===== src/p2g_pkg.sv =====
package p2g_pkg;

  localparam int unsigned GRID_DEPTH = 4096;
  localparam int unsigned ADDR_W     = 12;
  localparam int unsigned SUM_W      = 48;

  localparam int unsigned DEF_MAX_CELLS_X  = 63;
  localparam int unsigned DEF_MAX_CELLS_Y  = 63;
  localparam int unsigned DEF_STENCIL_SPAN = 7;

  localparam logic [2:0] CFG_ORIGIN_X = 3'd0;
  localparam logic [2:0] CFG_ORIGIN_Y = 3'd1;
  localparam logic [2:0] CFG_INV_X    = 3'd2;
  localparam logic [2:0] CFG_INV_Y    = 3'd3;
  localparam logic [2:0] CFG_CELLS_X  = 3'd4;
  localparam logic [2:0] CFG_CELLS_Y  = 3'd5;
  localparam logic [2:0] CFG_SLOPE_X  = 3'd6;
  localparam logic [2:0] CFG_SLOPE_Y  = 3'd7;

  typedef struct packed {
    logic signed [31:0] origin_x;
    logic signed [31:0] origin_y;
    logic [23:0]        inv_x;
    logic [23:0]        inv_y;
    logic [5:0]         ncx;
    logic [5:0]         ncy;
    logic               slope_x;
    logic               slope_y;
  } cfg_t;

  typedef struct packed {
    logic              load;
    logic              mul;
    logic              issue;
    logic [1:0]        ix;
    logic [1:0]        iy;
    logic              rd_issue;
    logic              rd_data;
    logic              clr_we;
    logic [ADDR_W-1:0] clr_addr;
  } cmd_t;

  typedef struct packed {
    logic busy;
    logic out_free;
  } sts_t;

endpackage


===== src/p2g_ctrl.sv =====
module p2g_ctrl (
  input  logic            clk_i,
  input  logic            rst_ni,
  input  logic            in_valid_i,
  input  logic            action_i,
  output logic            in_ready_o,
  input  p2g_pkg::sts_t   sts_i,
  output p2g_pkg::cmd_t   cmd_o
);
  import p2g_pkg::*;

  localparam logic [2:0] ST_CLEAR   = 3'd0;
  localparam logic [2:0] ST_IDLE    = 3'd1;
  localparam logic [2:0] ST_MUL     = 3'd2;
  localparam logic [2:0] ST_ISSUE   = 3'd3;
  localparam logic [2:0] ST_DRAIN   = 3'd4;
  localparam logic [2:0] ST_RD_REQ  = 3'd5;
  localparam logic [2:0] ST_RD_DATA = 3'd6;

  localparam logic [ADDR_W-1:0] LAST_ADDR = ADDR_W'(GRID_DEPTH - 1);

  logic [2:0]        state_q, state_d;
  logic [ADDR_W-1:0] clr_q, clr_d;
  logic [1:0]        ix_q, ix_d, iy_q, iy_d;

  always_comb begin
    state_d      = state_q;
    clr_d        = clr_q;
    ix_d         = ix_q;
    iy_d         = iy_q;
    cmd_o        = '0;
    cmd_o.ix     = ix_q;
    cmd_o.iy     = iy_q;
    cmd_o.clr_addr = clr_q;
    in_ready_o   = 1'b0;
    case (state_q)
      ST_CLEAR: begin
        cmd_o.clr_we = 1'b1;
        clr_d = clr_q + 1'b1;
        if (clr_q == LAST_ADDR) begin
          state_d = ST_IDLE;
        end
      end
      ST_IDLE: begin
        in_ready_o = 1'b1;
        if (in_valid_i) begin
          cmd_o.load = 1'b1;
          state_d = action_i ? ST_RD_REQ : ST_MUL;
        end
      end
      ST_MUL: begin
        cmd_o.mul = 1'b1;
        ix_d = 2'd0;
        iy_d = 2'd0;
        state_d = ST_ISSUE;
      end
      ST_ISSUE: begin
        cmd_o.issue = 1'b1;
        if (iy_q == 2'd2) begin
          iy_d = 2'd0;
          ix_d = ix_q + 1'b1;
          if (ix_q == 2'd2) begin
            state_d = ST_DRAIN;
          end
        end else begin
          iy_d = iy_q + 1'b1;
        end
      end
      ST_DRAIN: begin
        if (!sts_i.busy) begin
          state_d = ST_IDLE;
        end
      end
      ST_RD_REQ: begin
        if (sts_i.out_free) begin
          cmd_o.rd_issue = 1'b1;
          state_d = ST_RD_DATA;
        end
      end
      ST_RD_DATA: begin
        cmd_o.rd_data = 1'b1;
        state_d = ST_IDLE;
      end
      default: begin
        state_d = ST_IDLE;
      end
    endcase
  end

  always_ff @(posedge clk_i or negedge rst_ni) begin
    if (!rst_ni) begin
      state_q <= ST_CLEAR;
      clr_q   <= '0;
      ix_q    <= '0;
      iy_q    <= '0;
    end else begin
      state_q <= state_d;
      clr_q   <= clr_d;
      ix_q    <= ix_d;
      iy_q    <= iy_d;
    end
  end

endmodule


===== config.mk =====
export PLATFORM = sky130hd
export DESIGN_NAME = p2g_ctrl
export DESIGN_NICKNAME = d
export VERILOG_FILES = /design/src/p2g_pkg.sv /design/src/p2g_ctrl.sv
export SDC_FILE = /design/constraint.sdc
export NUM_CORES = 1
export LEC_CHECK = 0
export ABC_AREA = 1
export BUFFER_PORTS_ARGS = -buffer_cell sky130_fd_sc_hd__buf_2
export CORE_MARGIN = 4
export CORE_UTILIZATION = 46
export DETAILED_ROUTE_END_ITERATION = 12
export MAX_ROUTING_LAYER = met4
export PLACE_DENSITY = 0.83
export SLEW_MARGIN = 10
export SYNTH_ARGS = -nofsm -noshare
export SYNTH_HDL_FRONTEND = slang
export SYNTH_SLANG_ARGS = --single-unit

===== constraint.sdc =====
create_clock -name clk_i -period 1.2 [get_ports clk_i]
set_input_delay 0.12 -clock clk_i [delete_from_list [all_inputs] [get_ports clk_i]]
set_output_delay 0.12 -clock clk_i [all_outputs]
set_load 0.1 [all_outputs]

==> results.yml, run 1 <==
synthesis:
  synth_area_leaders: "dfrtp_1, nand2_1, nand3_1"
  mappedNetlistNets: 147
  yosys.area.top_type_share_pct: 42.6
  syn_area_per_cell_um2: 8.04
  synth_cell_types: 25
  syn_area_um2: 1120
  yosysWarnings: 0
  ys_seq_area_share_pct: 42.6
  ys_ff_latch: 19
  netlist_instances: 139
  synth_top_area_cell: "dfrtp_1"
place:
  io_buffers: 28
  gp_congestion: 0.794
  hpwl_mm: 2.62
clocking:
  numCtsBuffers: 3
  cts_setup_buffers: 21
  cts_sinks: 19
  htreeDepth: 1
  postCtsResizedCells: 33
  cts_hold_buffers: 1
  root_buffer: "clkbuf_4"
  clk_path_buf_depth: 2
floorplan:
  io_pins: 29
  core.rowCount: 17
  fp.dieH_um: 57.3
  start_util_pct: 49.6
  dieWidth_um: 57.3
outcome:
  stop_stage: "4_1_cts"
  status: "aborted with a tool error"
  first-error: "[ERROR DPL-0038] Utilization greater than 100%, impossible to legalize"
## per-stage QoR
stage / cells / TNS, ns / instance area [µm²] / setup slack [ns] / util (%)
floorplan: 139 / -3.96 / 1310 / -0.428 / -
global placement: 211 / -0.374 / 1940 / -0.0742 / 86.2
detailed placement: 211 / -1.25 / 1940 / -0.154 / 86.2
## logic make-up after synthesis
| group | count (synthesis) | share of synthesized area [%] |
|---|---|---|
| buf+inv | 22 | 9.18 |
| xor+xnor | 6 | 4.70 |
| compound gates | 9 | 4.26 |
| flops | 19 | 42.6 |
| fa+ha+maj | 2 | 2.24 |
| simple gates | 81 | 37.1 |
## Yosys cell counts (all sizes together)
library cell / number
nand2: 40
inv: 20
dfrtp: 19
nor2: 18
nand3: 16
o21ai: 7
xnor2: 4
nand3b: 3
ha: 2
nand4: 2
nor3: 2
xor2: 2
a31oi: 1
buf: 1
clkbuf: 1
o22ai: 1
==> inputs of run 2 (changes only) <==
--- a/config.mk
+++ b/config.mk
@@ -7,11 +7,10 @@
 export LEC_CHECK = 0
 export ABC_AREA = 1
 export BUFFER_PORTS_ARGS = -buffer_cell sky130_fd_sc_hd__buf_2
-export CORE_MARGIN = 4
-export CORE_UTILIZATION = 46
+export CORE_AREA = 4 4 65 67
 export DETAILED_ROUTE_END_ITERATION = 12
-export MAX_ROUTING_LAYER = met4
-export PLACE_DENSITY = 0.83
+export DIE_AREA = 0 0 69 71
+export PLACE_DENSITY_LB_ADDON = 0.15
 export SLEW_MARGIN = 10
 export SYNTH_ARGS = -nofsm -noshare
 export SYNTH_HDL_FRONTEND = slang
==> constraint.sdc (replaced) <==
create_clock -name clk_i -period 1.6 [get_ports clk_i]
set_input_delay 0.16 -clock clk_i [delete_from_list [all_inputs] [get_ports clk_i]]
set_output_delay 0.16 -clock clk_i [all_outputs]
set_load 0.1 [all_outputs]
==> results.yml, run 2 <==
drt:
  top_layer: "met4"
  via_per_inst: 4.40
  totalWireLength_mm: 2.39
  drt_iter0_markers: 50
  via_count: 977
  ant_nets: 0
  met3WireLength_um: 100
  drcViolationCount: 0
  wl_met2_mm: 1.05
  firstDrtPassIters: 4
  wl_per_cell_um: 10.8
  wl_met1_mm: 1.23
synthesis:
  synth_area_leaders: "dfrtp_1, nand2_1, nand3_1"
  synthFlopType: "dfrtp_1"
  yosysMostFrequentCell: "nand2_1"
  syn_area_per_cell_um2: 8.04
  syn_area_um2: 1120
  netlist_instances: 139
  async_flop_share_pct: 100
  synth_cell_types: 25
  synth-edff-count: 0
  mappedNetlistNets: 147
  ys_ff_latch: 19
  ys_seq_area_share_pct: 42.6
  yosysWarnings: 0
  yosys.area.top_type_share_pct: 42.6
  synth_top_area_cell: "dfrtp_1"
  netlist_top_cells_count: "nand2_1, dfrtp_1, inv_1"
clocking:
  root_buffer: "clkbuf_8"
  htreeDepth: 1
  cts_tree: "done"
  clk_path_buf_depth: 2
  insertion_delay_ns: 0.25
  numCtsBuffers: 3
  cts.reportedPaths.clkPinSlew_ns: 0.07
  cts_sinks: 19
floorplan:
  fp.dieArea_um2: 4900
  dieWidth_um: 69
  io_pins: 29
  start_util_pct: 30.8
  fp.dieH_um: 71
  design.core.area_um2: 3630
  core.rowCount: 22
job:
  drv_cap: 0
timing:
  period_share_pct: 97.1
  finalSetupViolCount: 0
  slew_violations: 0
  worst_pin_slew_ns: 0.490
  period_minus_slack_ns: 1.55
  skew_ns: 0.00505
  hold_violations: 0
  max_freq_mhz: 644
  whs_ns: 0.357
  timing.slew.headroom_pct: 67.6
final_layout:
  area_delta_synth_final_pct: 40.0
  multi_input_area_um2: 586
  reg_top3: "clr_q x12, state_q x3"
  nets: 183
  drive_gt1_share_pct: 42.5
  layout_commonest_cell: "nand2_1"
  final_cell_mix: "nand2_1, buf_2, inv_1"
  regMostFlops: "clr_q"
  seq_area_um2: 503
  antenna_cells: 0
  largest_register_ffs: 12
  n_fill_cell: 376
worst_hold_path:
  worstHoldPathType: "in2reg"
  hold_depth: 5
  hp-start: "sts_i[1]"
global_route:
  grt_pass1_wl_mm: 4.27
  grt_max_degree: 20
  grt_pass1_vias: 978
  grtUsageTotal_pct: 10.3
  antenna_found_initial: 0
  gr-total-overflow: 0
critical_path:
  cp-start-kind: "register"
  r2r_start: "state_q[0]"
  cp.arrival_ns: 1.39
  critPathKind: "reg2out"
  crit_start: "state_q[0]"
  worstPathRequired_ns: 1.44
  endpoint_kind: "output pin"
  critPathMaxFanout: 7
  ff2ff_path_depth: 9
place:
  gp_congestion: 0.788
  io_buffers: 28
  hpwl_mm: 1.91
outcome:
  status: "finished clean"
## run 2: cell counts after synthesis
No cell type changed its count.
## run 2: worst paths after layout
path                              end  slack, ns
max                         cmd_o[12]       0.05
max reg2reg                 clr_q[10]       0.21
max in group asynchronous    clr_q[1]       0.88
min reg2reg                   ix_q[0]       0.49
min                        state_q[2]       0.36
min in group asynchronous   clr_q[11]       0.37
## run 2: critical path, cell delays in order (launching register included)
cell	delay, ns
dfrtp_2	0.44
buf_4	0.16
nor2_4	0.13
nand2_4	0.13
inv_6	0.11
buf_12	0.17
## run 2: area by class of cell
cell class,count,share of cell area [%]
well taps,48,3.84
multi-input cells,98,37.4
inverters,20,5.44
flip-flops and latches,19,32.2
clock buffers,4,2.88
repair buffers,33,18.2
## run 2: repair_timing
item | in CTS | in global routing
hold buffers | 1 | 0
endpoints found under the hold margin | 19 | 0
setup endpoints to repair | 5 | 3
setup buffers | 0 | 3
resized for setup | 3 | 3
## run 2: kinds of logic after synthesis
| kind of cell | share of synthesized area (%) |
|---|---|
| fa+ha+maj | 2.24 |
| xor+xnor | 4.70 |
| buf+inv | 9.18 |
| simple gates | 37.1 |
| flops | 42.6 |
| compound gates | 4.26 |
## run 2: stage by stage
stage          setup TNS (ns)  area (µm²)  util [%]  setup slack (ns)  instances
2_1_floorplan          -0.116        1180         -            -0.116        139
3_3_place_gp                0        1470      40.5             0.174        214
3_5_place_dp                0        1470      40.5             0.154        214
4_1_cts                     0        1530      42.2           0.00254        219
5_1_grt              -0.00978        1560      43.0          -0.00978        222
6_report                    0        1560      43.0            0.0460        222
## run 2: per-layer routing
metal | vias to the layer above | GRT usage (%)
li1 | 509 | -
met1 | 446 | 14.5
met2 | 20 | 15.7
met3 | 2 | 2.27
met4 | 0 | 3.25
met5 | - | 0
Power of run 2 is not shown: default switching activity piles up to over one toggle a cycle in this logic, so the estimate is an artifact.
==> inputs of run 3 (changes only) <==
--- a/config.mk
+++ b/config.mk
@@ -5,11 +5,10 @@
 export SDC_FILE = /design/constraint.sdc
 export NUM_CORES = 1
 export LEC_CHECK = 0
-export ABC_AREA = 1
 export BUFFER_PORTS_ARGS = -buffer_cell sky130_fd_sc_hd__buf_2
-export CORE_AREA = 4 4 65 67
+export CORE_AREA = 5 5 66 68
 export DETAILED_ROUTE_END_ITERATION = 12
-export DIE_AREA = 0 0 69 71
+export DIE_AREA = 0 0 71 73
 export PLACE_DENSITY_LB_ADDON = 0.15
 export SLEW_MARGIN = 10
 export SYNTH_ARGS = -nofsm -noshare
==> results.yml, run 3 <==
job:
  drv_cap: 0
drt:
  firstDrtPassIters: 2
  drt_iter0_markers: 31
  via_per_inst: 4.36
  via_count: 776
  ant_nets: 0
  totalWireLength_mm: 2.20
  wl_per_cell_um: 12.3
  drcViolationCount: 0
floorplan:
  start_util_pct: 25.0
  core.rowCount: 23
  fp.dieH_um: 73
  fp.dieArea_um2: 5180
  dieWidth_um: 71
  io_pins: 29
  design.core.area_um2: 3800
critical_path:
  cp.arrival_ns: 1.37
  critical_path.cell_chain: "buf_4, nor2b_2, nand2_1, inv_2, buf_12"
  r2r_slack_ns: 0.26
  worstPathRequired_ns: 1.44
  critPathTopFamily: "flip-flops"
  endpoint_kind: "output pin"
  critPathMaxFanout: 5
  cp-start-kind: "register"
  critical-path-slowest-cell: "dfrtp_2"
  path_buf_inv: 3
  crit_path_max_incr_delay_ns: 0.45
  critPathKind: "reg2out"
clocking:
  clk_path_buf_depth: 2
  insertion_delay_ns: 0.25
  cts.reportedPaths.clkPinSlew_ns: 0.07
  cts_tree: "done"
  root_buffer: "clkbuf_8"
  numCtsBuffers: 3
  htreeDepth: 1
  cts_sinks: 19
final_layout:
  final_cell_mix: "buf_2, nand2_1, dfrtp_1"
  fin_cells: 178
  area_delta_synth_final_pct: 45.6
  reg_top3: "clr_q x12, state_q x3"
  n_fill_cell: 407
  largest_register_ffs: 12
  antenna_cells: 0
  layout_commonest_cell: "buf_2"
  drive_gt1_share_pct: 45.3
  nets: 137
  regMostFlops: "clr_q"
timing:
  timing.slew.headroom_pct: 67.4
  skew_ns: 0.00221
  period_share_pct: 95.4
  slew_violations: 0
  max_freq_mhz: 655
  finalSetupViolCount: 0
  rsz0062_at_grt: "false"
  period_minus_slack_ns: 1.53
  hold_violations: 0
  worst_pin_slew_ns: 0.492
global_route:
  grt_pass1_vias: 789
  grt_pass1_wl_mm: 3.60
  antenna_found_initial: 0
  grtUsageTotal_pct: 9.01
  grt_max_degree: 20
  gr-total-overflow: 0
synthesis:
  yosysWarnings: 0
  mappedNetlistNets: 99
  syn_area_per_cell_um2: 10.4
  yosysMostFrequentCell: "dfrtp_1"
  ys_seq_area_share_pct: 50.1
  synth_top_area_cell: "dfrtp_1"
  netlist_top_cells_count: "dfrtp_1, nand2_1, nor2_1"
  synth_area_leaders: "dfrtp_1, xnor2_1, nand2_1"
  synthFlopType: "dfrtp_1"
  synth_cell_types: 29
  synth-edff-count: 0
  netlist_instances: 91
  yosys.area.top_type_share_pct: 50.1
  ys_ff_latch: 19
  syn_area_um2: 948
  async_flop_share_pct: 100
place:
  io_buffers: 28
  place_inst: 171
  gp_congestion: 0.708
worst_hold_path:
  worstHoldPathType: "in2reg"
outcome:
  status: "finished clean"
run 3: logic make-up (layout without fill, tap and decap cells):
family / count (synthesis) / after routing / synth area share, %
flops: 19 / 19 / 50.1
xor+xnor: 11 / 11 / 10.2
buf+inv: 5 / 42 / 2.90
simple gates: 40 / 40 / 23.1
mux: 1 / 1 / 1.19
compound gates: 13 / 13 / 9.90
fa+ha+maj: 2 / 2 / 2.64
run 3: final cells by class:
cell class	instances	area (µm²)	area share, %
Sequential cell	19	485	35.1
Multi-Input combinational cell	67	477	34.5
Inverter	3	11.3	0.815
Clock buffer	4	45.0	3.26
Timing Repair Buffer	35	300	21.7
Tap cell	50	62.6	4.53
run 3: path summary, 6_finish.rpt:
| path | from | endpoint | cells after the start |
|---|---|---|---|
| worst max-delay path | state_q[1] | cmd_o[19] | 5 |
| worst min register to register | clr_q[7] | clr_q[7] | 1 |
| worst max register to register | state_q[1] | ix_q[0] | 6 |
| max in group asynchronous | rst_ni | clr_q[7] | 2 |
| min in group asynchronous | rst_ni | state_q[2] | 2 |
| worst min-delay path | in_valid_i | state_q[1] | 4 |
run 3: tightest hold or removal path: cells and delay by family:
kind / cells / cell delay, ns
and+or+nand+nor: 1 / 0.05
AOI/OAI and AO/OA: 2 / 0.23
buffers and inverters: 1 / 0.11
run 3: metrics by stage:
step           hold WS [ns]  cell area (µm²)  util, %  TNS, ns  setup WS, ns
2_1_floorplan        -0.136              977        -    -6.14        -0.635
3_3_place_gp          0.135             1290     34.0        0         0.261
3_5_place_dp          0.132             1290     34.0        0         0.231
4_1_cts               0.355             1360     35.8        0        0.0150
5_1_grt               0.353             1380     36.4        0        0.0173
6_report              0.337             1380     36.4        0        0.0731
run 3: repair_timing:
| item | CTS | global route |
|---|---|---|
| pin swaps | 1 | 0 |
| buffers inserted | 1 | 1 |
| hold buffers | 1 | 0 |
| endpoints found under the hold margin | 19 | 0 |
| setup endpoints to repair | 2 | 3 |
| resized for setup | 2 | 4 |
| cloned | 0 | 0 |
run 3: routing by layer:
| layer | part of all wire, % | vias to the layer above | global-route usage (%) |
|---|---|---|---|
| li1 | - | 386 | - |
| met5 | 0 | - | 0 |
| met2 | 53 | 19 | 15.0 |
| met1 | 39 | 365 | 10.0 |
| met4 | 1.9 | 0 | 3.76 |
| met3 | 6.7 | 6 | 3.99 |
Power of run 3 is left out for the same reason.
